`config.mk`:
```
export PLATFORM = sky130hd
export DESIGN_NAME = sign_magnitude_restoring_divider_flat
export DESIGN_NICKNAME = d
export VERILOG_FILES = /design/src/hdl/smrd_pkg.sv /design/src/hdl/smrd_in_if.sv /design/src/hdl/smrd_out_if.sv /design/src/hdl/sign_magnitude_restoring_divider.sv /design/src/flat_wrapper.sv
export SDC_FILE = /design/constraint.sdc
export NUM_CORES = 1
export LEC_CHECK = 0
export BUFFER_PORTS_ARGS = -buffer_cell sky130_fd_sc_hd__buf_2
export CORE_MARGIN = 4
export CORE_UTILIZATION = 25
export CTS_CLUSTER_SIZE = 14
export DETAILED_ROUTE_END_ITERATION = 6
export HOLD_SLACK_MARGIN = 0.12
export MAX_ROUTING_LAYER = met4
export SKIP_CTS_REPAIR_TIMING = 1
export SYNTH_ARGS = -nofsm -noshare
export SYNTH_HDL_FRONTEND = slang
export SYNTH_SLANG_ARGS = --single-unit
```
`constraint.sdc`:
```
create_clock -name clk -period 6.9 [get_ports clk]
set_clock_uncertainty 0.05 [all_clocks]
set_input_delay 0.69 -clock clk [delete_from_list [all_inputs] [get_ports clk]]
set_output_delay 0.69 -clock clk [all_outputs]
set_load 0.01 [all_outputs]
```
`src/hdl/smrd_pkg.sv`:
```
// ----------------------------------------------------------------------------
// smrd_pkg
// Shared types and constants for the sign-magnitude restoring divider.
// ----------------------------------------------------------------------------
`timescale 1ns / 1ps
`default_nettype none

package smrd_pkg;

  // Item field widths, fixed by the channel definitions
  localparam int unsigned DIVIDEND_W  = 32;
  localparam int unsigned DIVISOR_W   = 16;
  localparam int unsigned QUOTIENT_W  = 16;
  localparam int unsigned REMAINDER_W = 16;

  // Sequencer states
  typedef enum logic [1:0] {
    ST_IDLE,
    ST_CHECK,
    ST_STEP,
    ST_DONE
  } state_t;

endpackage

`default_nettype wire

```
`src/hdl/smrd_in_if.sv`:
```
// ----------------------------------------------------------------------------
// smrd_in_if
// Operand channel: valid/ready handshake with signed-magnitude operands.
// ----------------------------------------------------------------------------
`timescale 1ns / 1ps
`default_nettype none

interface smrd_in_if;
  import smrd_pkg::*;

  logic                  valid;
  logic                  ready;
  logic [DIVIDEND_W-1:0] dividend_magnitude;
  logic                  dividend_sign;
  logic [DIVISOR_W-1:0]  divisor_magnitude;
  logic                  divisor_sign;

  modport source (
    output valid, dividend_magnitude, dividend_sign, divisor_magnitude, divisor_sign,
    input  ready
  );

  modport sink (
    input  valid, dividend_magnitude, dividend_sign, divisor_magnitude, divisor_sign,
    output ready
  );

endinterface

`default_nettype wire

```
`src/hdl/smrd_out_if.sv`:
```
// ----------------------------------------------------------------------------
// smrd_out_if
// Result channel: valid/ready handshake with quotient, remainder and flag.
// ----------------------------------------------------------------------------
`timescale 1ns / 1ps
`default_nettype none

interface smrd_out_if;
  import smrd_pkg::*;

  logic                   valid;
  logic                   ready;
  logic [QUOTIENT_W-1:0]  quotient_magnitude;
  logic                   quotient_sign;
  logic [REMAINDER_W-1:0] remainder_magnitude;
  logic                   overflow_flag;

  modport source (
    output valid, quotient_magnitude, quotient_sign, remainder_magnitude, overflow_flag,
    input  ready
  );

  modport sink (
    input  valid, quotient_magnitude, quotient_sign, remainder_magnitude, overflow_flag,
    output ready
  );

endinterface

`default_nettype wire

```
`src/hdl/sign_magnitude_restoring_divider.sv`:
```
// ----------------------------------------------------------------------------
// sign_magnitude_restoring_divider
// Restoring divider for sign-magnitude operands with overflow detection.
// ----------------------------------------------------------------------------
// Divides a 2*DIVISOR_WIDTH-bit dividend magnitude by a DIVISOR_WIDTH-bit
// divisor magnitude; bits above those widths are ignored. One item at a time:
// the block takes an item in ST_IDLE, runs the overflow check in ST_CHECK
// (upper dividend half not below the divisor, zero divisor included) and, if
// there is no overflow, DIVISOR_WIDTH shift-subtract steps in ST_STEP through
// a single (DIVISOR_WIDTH+1)-bit subtractor, then loads the result register in
// ST_DONE, which waits while an earlier result is held and out_ch.ready is
// low. It takes no new item until the result is loaded. The quotient sign is
// the XOR of the operand signs; on overflow both magnitudes read zero.
// ----------------------------------------------------------------------------
`timescale 1ns / 1ps
`default_nettype none

module sign_magnitude_restoring_divider #(
  parameter int unsigned DIVISOR_WIDTH = 16
) (
  input  wire logic   clk,
  input  wire logic   rst_n,
  smrd_in_if.sink     in_ch,
  smrd_out_if.source  out_ch
);
  import smrd_pkg::*;

  localparam int unsigned N  = DIVISOR_WIDTH;
  localparam int unsigned CW = $clog2(N);

  // Sequencer and datapath registers
  state_t          state_r, state_nxt;
  logic [N-1:0]    a_r, a_nxt;          // partial remainder
  logic [N-1:0]    q_r, q_nxt;          // quotient bits / low dividend
  logic [N-1:0]    d_r, d_nxt;          // divisor
  logic            sign_r, sign_nxt;
  logic            ovf_r, ovf_nxt;
  logic [CW-1:0]   cnt_r, cnt_nxt;

  // Result register
  logic                   out_valid_r, out_valid_nxt;
  logic [QUOTIENT_W-1:0]  out_quot_r, out_quot_nxt;
  logic [REMAINDER_W-1:0] out_rem_r, out_rem_nxt;
  logic                   out_sign_r, out_sign_nxt;
  logic                   out_ovf_r, out_ovf_nxt;

  // Operand fitting to the internal width
  logic [2*N+DIVIDEND_W-1:0] dvd_ext;
  logic [N+DIVISOR_W-1:0]    dvs_ext;
  logic [2*N-1:0]            dvd_fit;
  logic [N-1:0]              dvs_fit;
  logic [N+QUOTIENT_W-1:0]   quot_ext;
  logic [N+REMAINDER_W-1:0]  rem_ext;

  // Shared subtractor
  logic            e_bit;
  logic [N-1:0]    a_shift;
  logic [N:0]      sub_a;
  logic [N:0]      sub_diff;
  logic            borrow;

  assign dvd_ext  = {{(2*N){1'b0}}, in_ch.dividend_magnitude};
  assign dvs_ext  = {{N{1'b0}}, in_ch.divisor_magnitude};
  assign dvd_fit  = dvd_ext[2*N-1:0];
  assign dvs_fit  = dvs_ext[N-1:0];
  assign quot_ext = {{QUOTIENT_W{1'b0}}, q_r};
  assign rem_ext  = {{REMAINDER_W{1'b0}}, a_r};

  // Shift E,A,Q left by one; the check reuses the subtractor on plain A
  assign e_bit    = a_r[N-1];
  assign a_shift  = {a_r[N-2:0], q_r[N-1]};
  assign sub_a    = (state_r == ST_CHECK) ? {1'b0, a_r} : {e_bit, a_shift};
  assign sub_diff = sub_a - {1'b0, d_r};
  assign borrow   = sub_diff[N];

  assign in_ch.ready = (state_r == ST_IDLE);

  assign out_ch.valid               = out_valid_r;
  assign out_ch.quotient_magnitude  = out_quot_r;
  assign out_ch.quotient_sign       = out_sign_r;
  assign out_ch.remainder_magnitude = out_rem_r;
  assign out_ch.overflow_flag       = out_ovf_r;

  // State register
  always_ff @(posedge clk) begin
    if (!rst_n) begin
      state_r     <= ST_IDLE;
      cnt_r       <= '0;
      out_valid_r <= 1'b0;
    end else begin
      state_r     <= state_nxt;
      cnt_r       <= cnt_nxt;
      out_valid_r <= out_valid_nxt;
    end
  end

  // Payload registers
  always_ff @(posedge clk) begin
    a_r        <= a_nxt;
    q_r        <= q_nxt;
    d_r        <= d_nxt;
    sign_r     <= sign_nxt;
    ovf_r      <= ovf_nxt;
    out_quot_r <= out_quot_nxt;
    out_rem_r  <= out_rem_nxt;
    out_sign_r <= out_sign_nxt;
    out_ovf_r  <= out_ovf_nxt;
  end

  // Next state and datapath control
  always_comb begin
    state_nxt     = state_r;
    a_nxt         = a_r;
    q_nxt         = q_r;
    d_nxt         = d_r;
    sign_nxt      = sign_r;
    ovf_nxt       = ovf_r;
    cnt_nxt       = cnt_r;
    out_valid_nxt = out_valid_r;
    out_quot_nxt  = out_quot_r;
    out_rem_nxt   = out_rem_r;
    out_sign_nxt  = out_sign_r;
    out_ovf_nxt   = out_ovf_r;

    // result taken downstream
    if (out_valid_r && out_ch.ready) begin
      out_valid_nxt = 1'b0;
    end

    case (state_r)
      ST_IDLE: begin
        if (in_ch.valid) begin
          a_nxt     = dvd_fit[2*N-1:N];
          q_nxt     = dvd_fit[N-1:0];
          d_nxt     = dvs_fit;
          sign_nxt  = in_ch.dividend_sign ^ in_ch.divisor_sign;
          state_nxt = ST_CHECK;
        end
      end
      ST_CHECK: begin
        // overflow when divisor is zero or upper half not below it
        ovf_nxt = (d_r == '0) || !borrow;
        cnt_nxt = '0;
        if ((d_r == '0) || !borrow) begin
          state_nxt = ST_DONE;
        end else begin
          state_nxt = ST_STEP;
        end
      end
      ST_STEP: begin
        // keep difference on carry out or no borrow, else restore
        if (e_bit || !borrow) begin
          a_nxt = sub_diff[N-1:0];
          q_nxt = {q_r[N-2:0], 1'b1};
        end else begin
          a_nxt = a_shift;
          q_nxt = {q_r[N-2:0], 1'b0};
        end
        cnt_nxt = cnt_r + 1'b1;
        if (cnt_r == CW'(N - 1)) begin
          state_nxt = ST_DONE;
        end
      end
      ST_DONE: begin
        if (!out_valid_r || out_ch.ready) begin
          out_valid_nxt = 1'b1;
          out_sign_nxt  = sign_r;
          out_ovf_nxt   = ovf_r;
          out_quot_nxt  = ovf_r ? '0 : quot_ext[QUOTIENT_W-1:0];
          out_rem_nxt   = ovf_r ? '0 : rem_ext[REMAINDER_W-1:0];
          state_nxt     = ST_IDLE;
        end
      end
      default: begin
        state_nxt = ST_IDLE;
      end
    endcase
  end

endmodule

`default_nettype wire
```
`src/flat_wrapper.sv`:
```
// flat-port wrapper written by rule: the top's interface ports become plain ports
module sign_magnitude_restoring_divider_flat import smrd_pkg::*;
#(
  parameter int unsigned DIVISOR_WIDTH = 16
)
  (clk, rst_n, in_ch_valid, in_ch_dividend_magnitude, in_ch_dividend_sign, in_ch_divisor_magnitude, in_ch_divisor_sign, in_ch_ready, out_ch_valid, out_ch_quotient_magnitude, out_ch_quotient_sign, out_ch_remainder_magnitude, out_ch_overflow_flag, out_ch_ready);
  smrd_in_if in_ch_i ();
  smrd_out_if out_ch_i ();
  input  wire logic clk;
  input  wire logic rst_n;
  input wire logic [$bits(in_ch_i.valid)-1:0] in_ch_valid;
  input wire logic [$bits(in_ch_i.dividend_magnitude)-1:0] in_ch_dividend_magnitude;
  input wire logic [$bits(in_ch_i.dividend_sign)-1:0] in_ch_dividend_sign;
  input wire logic [$bits(in_ch_i.divisor_magnitude)-1:0] in_ch_divisor_magnitude;
  input wire logic [$bits(in_ch_i.divisor_sign)-1:0] in_ch_divisor_sign;
  output wire logic [$bits(in_ch_i.ready)-1:0] in_ch_ready;
  output wire logic [$bits(out_ch_i.valid)-1:0] out_ch_valid;
  output wire logic [$bits(out_ch_i.quotient_magnitude)-1:0] out_ch_quotient_magnitude;
  output wire logic [$bits(out_ch_i.quotient_sign)-1:0] out_ch_quotient_sign;
  output wire logic [$bits(out_ch_i.remainder_magnitude)-1:0] out_ch_remainder_magnitude;
  output wire logic [$bits(out_ch_i.overflow_flag)-1:0] out_ch_overflow_flag;
  input wire logic [$bits(out_ch_i.ready)-1:0] out_ch_ready;
  assign in_ch_i.valid = in_ch_valid;
  assign in_ch_i.dividend_magnitude = in_ch_dividend_magnitude;
  assign in_ch_i.dividend_sign = in_ch_dividend_sign;
  assign in_ch_i.divisor_magnitude = in_ch_divisor_magnitude;
  assign in_ch_i.divisor_sign = in_ch_divisor_sign;
  assign in_ch_ready = in_ch_i.ready;
  assign out_ch_valid = out_ch_i.valid;
  assign out_ch_quotient_magnitude = out_ch_i.quotient_magnitude;
  assign out_ch_quotient_sign = out_ch_i.quotient_sign;
  assign out_ch_remainder_magnitude = out_ch_i.remainder_magnitude;
  assign out_ch_overflow_flag = out_ch_i.overflow_flag;
  assign out_ch_i.ready = out_ch_ready;
  sign_magnitude_restoring_divider #(.DIVISOR_WIDTH(DIVISOR_WIDTH)) u_core (.clk(clk), .rst_n(rst_n), .in_ch(in_ch_i), .out_ch(out_ch_i));
endmodule
```
==> results.md <==
Floorplan:
- Once the floorplan was initialized, standard cells occupied around 25% of the core.
- The floorplan step set the die width to 146 µm.
- From bottom edge to top edge, the die measures 146 µm.
- In this run the standard cell core region covers 18700 µm².
- 90 I/O pins were placed.
- The die area is 21200 µm².
- The standard-cell row count is 50.

Place:
- The final weighted congestion of routability-driven global placement is 0.790.
- The area of placed instances is approximately 5400 µm².
- The final HPWL from detailed placement is 8.33 mm.
- The pre-CTS worst setup slack is 2.78 ns.
- The cell total after placement is 690.
- The count of buffers added on input and output ports is 89.

Routing:
- The number of DRC markers in iteration 0 is 139.
- Summed over all layers, the routed wires come to roughly 11 mm.
- The remaining antenna violation count is 0.
- The routed metal-1 wire length is about 5.1 mm.
- The detailed-route DRC error count is 0.
- After detailed routing, no signal wire sits above met4.
- The routed layout has 3116 vias.
- The routed design uses between 5 and 6 mm of met2 wire.
- Dividing the detail-routed wire length by the instance count gives around 16 µm.
- Before antenna repair, the detailed router went through 4 iterations.
- In the routed layout, each cell is associated on average with a via count of 4.41.
- After detailed routing, the met3 layer carries 447 µm of wire.

Cells and area:
- The post-route cell area is 5710 µm².
- Relative to the synthesized area, the layout overhead comes to 20.3%.
- The ratio of cells with drive above 1 in the final layout is 31.1%.
- The final instance count without filler cells is 706.
- The filler cells instantiated in the layout total 1882.
- The core utilization of the finished layout is 30.5%.
- In the final layout, the multi-input gates occupy 1910 µm².
- The count of antenna diodes in the layout is 0.
- Leaving out fill and tap cells, the most frequent cell in the layout is sky130_fd_sc_hd__buf_2.
- In the final design database the tool counted ~540 nets.
- Leaving out fill and tap cells, the most frequent cells in the layout are 89 x sky130_fd_sc_hd__buf_2, 84 x sky130_fd_sc_hd__edfxtp_1, 38 x sky130_fd_sc_hd__nor2b_1.
- Registers take 2660 µm².

Worst setup path:
- The number of gates on the worst path with buffers counted is 13.
- Together, buffers and inverters on the worst path number 2.
- STA puts the critical path data required time at 7.04 ns.
- The most critical setup path has its startpoint at u_core.state_r[1].
- The endpoint arrival time on the critical path is 4.32 ns.
- The critical path ends at u_core.a_r[1].
- In this run the critical register-to-register path is captured at u_core.a_r[1].
- The worst register-to-register path has a depth of 13.
- For this design, the slowest cell found on the critical path is sky130_fd_sc_hd__ha_1.
- The type of element launching the critical path is a flop.
- Grouping stages by cell kind, the critical path spends the most delay in adder cells.
- In this run the register-to-register setup slack is roughly 2.7 ns.
- The worst register-to-register path begins at u_core.state_r[1].
- The kind of end point of the critical path is a flop.
- The type of the worst setup path is flop to flop.
- Along the worst path, the maximum fanout reaches 19.
- The signal on the critical path passes through inv_1 -> ha_1 -> mux2i_1 -> ha_1 -> inv_1 -> fa_1 -> a21o_1 -> a221oi_2 -> or4b_4 -> a32o_2 -> nor2b_1 -> nand2_1 -> a31oi_1.
- The largest single stage delay on the critical path is about 0.68 ns.

Synthesis:
- A synthesized cell averages around 12 µm².
- Synthesis handed over a netlist of 381 instances.
- The share of synthesized area occupied by flip-flops and latches is 56.1%.
- The synthesized netlist occupies a cell area of 4740 µm².
- The number of warnings issued by yosys is 0.
- Yosys mapped the design onto 53 distinct sky130hd cell types.
- The synthesized net count is ~460.
- For this run, the leading register cell type out of synthesis is sky130_fd_sc_hd__edfxtp_1.
- The number of enable flip-flop cells after synthesis is 84.
- The synthesis-stage register bit count is 91.
- Counting flops with an async set or reset pin after synthesis yields a share of 0%.

GRT:
- The remaining global-route overflow is 0.
- The via count of the first global-routing pass was about 3200.
- The overall global routing resource usage is 10.7%.
- Entering global routing, the biggest net connects 50 pins.
- The first global-routing pass estimated roughly 17 mm of wire.
- The initial antenna violation count is 0.

CTS:
- TritonCTS built the clock tree.
- The number of clock sinks seen by CTS is 91.
- The maximum clock path buffer count is 2.
- In this run the number of H-tree levels came out at 3.
- The cell at the root of the clock tree is sky130_fd_sc_hd__clkbuf_16.
- Clock-pin slew was measured on the worst setup and hold paths at approximately 0.07 ns.
- The later pin in the worst-skew pair is clocked with a latency of 0.35 ns.
- The CTS buffer count is 9.

Outcome:
- The flow ran to the end, and the final reports show no timing, DRC or antenna violations.

Pwr:
- IR analysis of the VDD net gives a maximum drop of 149 µV.
- The areal power density over the cells is 473 nW/µm².
- In this run the static leakage power is 2.22 nW.
- The total chip power is 2.70 mW.

STA:
- For this run, the top clock speed supported by timing is between 200 and 250 MHz.
- The final count of negative-setup-slack endpoints is 0.
- The final worst-path cycle share is approximately three fifths.
- The final count of pins violating max slew is 0.
- Subtracting the final worst setup slack from the clock period gives 4.18 ns.
- The worst hold margin is 0.379 ns.
- The sum of negative setup slack is 0 ns.
- The final count of hold timing violations is 0.
- Setup repair after global routing left no endpoint under its margin.
- The worst pin sits at a relative slew slack of 26.7%.
- The setup slack after layout is 2.72 ns.
- At the pin with the least slew margin, the transition time is 1.10 ns.

Run:
- The max-capacitance violation count is 0.

Hold path:
- The type of the tightest min-delay check is flop to flop.
## worst min-delay path by stage
stage	start	end	slack (ns)	cells after the start
4_1_cts	u_core.sign_r	u_core.out_ch.quotient_sign	0.38	0
5_1_grt	u_core.sign_r	u_core.out_ch.quotient_sign	0.39	0
6_report	u_core.sign_r	u_core.out_ch.quotient_sign	0.38	0
3_3_place_gp	u_core.sign_r	u_core.out_ch.quotient_sign	0.36	0
2_1_floorplan	u_core.sign_r	u_core.out_ch.quotient_sign	0.35	0
3_5_place_dp	u_core.sign_r	u_core.out_ch.quotient_sign	0.36	0
## power by group
group	total (mW)	leakage, nW	internal (mW)	switching [mW]
Sequential	0.930	0.844	0.819	0.111
Combinational	1.27	1.23	0.551	0.718
Clock	0.498	0.149	0.258	0.240
## final cells by class
class	count	area share, %
multi-input cells	251	33.5
repair buffers	89	7.81
clock inverters	7	1.34
inverters	25	1.64
well taps	234	5.13
clock buffers	9	3.95
flip-flops and latches	91	46.7
## cell usage after synthesis, types with 3 or more instances
master	n	area (µm²)
sky130_fd_sc_hd__ha_1	21	263
sky130_fd_sc_hd__xnor2_1	11	96.3
sky130_fd_sc_hd__o21ai_0	11	55.1
sky130_fd_sc_hd__nor4_1	4	25.0
sky130_fd_sc_hd__clkbuf_1	5	18.8
sky130_fd_sc_hd__dfxtp_1	7	140
sky130_fd_sc_hd__a21o_1	5	37.5
sky130_fd_sc_hd__edfxtp_1	84	2520
sky130_fd_sc_hd__a31oi_1	3	18.8
sky130_fd_sc_hd__inv_1	25	93.8
sky130_fd_sc_hd__nand2b_1	3	18.8
sky130_fd_sc_hd__a21oi_1	22	110
sky130_fd_sc_hd__buf_1	3	11.3
sky130_fd_sc_hd__nor2b_1	39	244
sky130_fd_sc_hd__xor2_1	4	35.0
sky130_fd_sc_hd__mux2i_1	11	110
sky130_fd_sc_hd__nand2_1	19	71.3
sky130_fd_sc_hd__nor2_1	18	67.6
sky130_fd_sc_hd__nand3_1	9	45.0
sky130_fd_sc_hd__mux2_2	30	338
sky130_fd_sc_hd__nor3_1	3	15.0
sky130_fd_sc_hd__o21a_1	5	37.5
## state kept, by name, indices dropped and copies added (netlist names)
name / count
u_core.a_r: 16
u_core.cnt_r: 4
u_core.d_r: 16
u_core.out_ch.overflow_flag: 1
u_core.out_ch.quotient_magnitude: 16
u_core.out_ch.quotient_sign: 1
u_core.out_ch.remainder_magnitude: 16
u_core.out_ch.valid: 1
u_core.ovf_r: 1
u_core.q_r: 16
u_core.sign_r: 1
u_core.state_r: 2
## cells by family after synthesis
logic type      synth area share, %
simple gates                   11.7
flops                          56.1
compound gates                 9.95
mux                            9.44
buf+inv                        4.04
fa+ha+maj                      5.96
xor+xnor                       2.77
## layer usage
metal / vias to the layer above / GRT usage (%)
met3: 14 / 2.55
met5: - / -
li1: 1571 / -
met4: 0 / 3.80
met1: 1448 / 13.2
met2: 83 / 17.2
## worst reg2reg max path, delay by kind of cell, from the launching register on
| kind | cells | cell delay (ns) |
|---|---|---|
| AOI/OAI and AO/OA | 4 | 1.03 |
| adders and majority gates | 3 | 1.26 |
| buffers and inverters | 2 | 0.18 |
| DFF | 1 | 0.34 |
| muxes | 1 | 0.27 |
| and+or+nand+nor | 3 | 0.90 |
No activity file was read; power rests on OpenSTA's default activity.
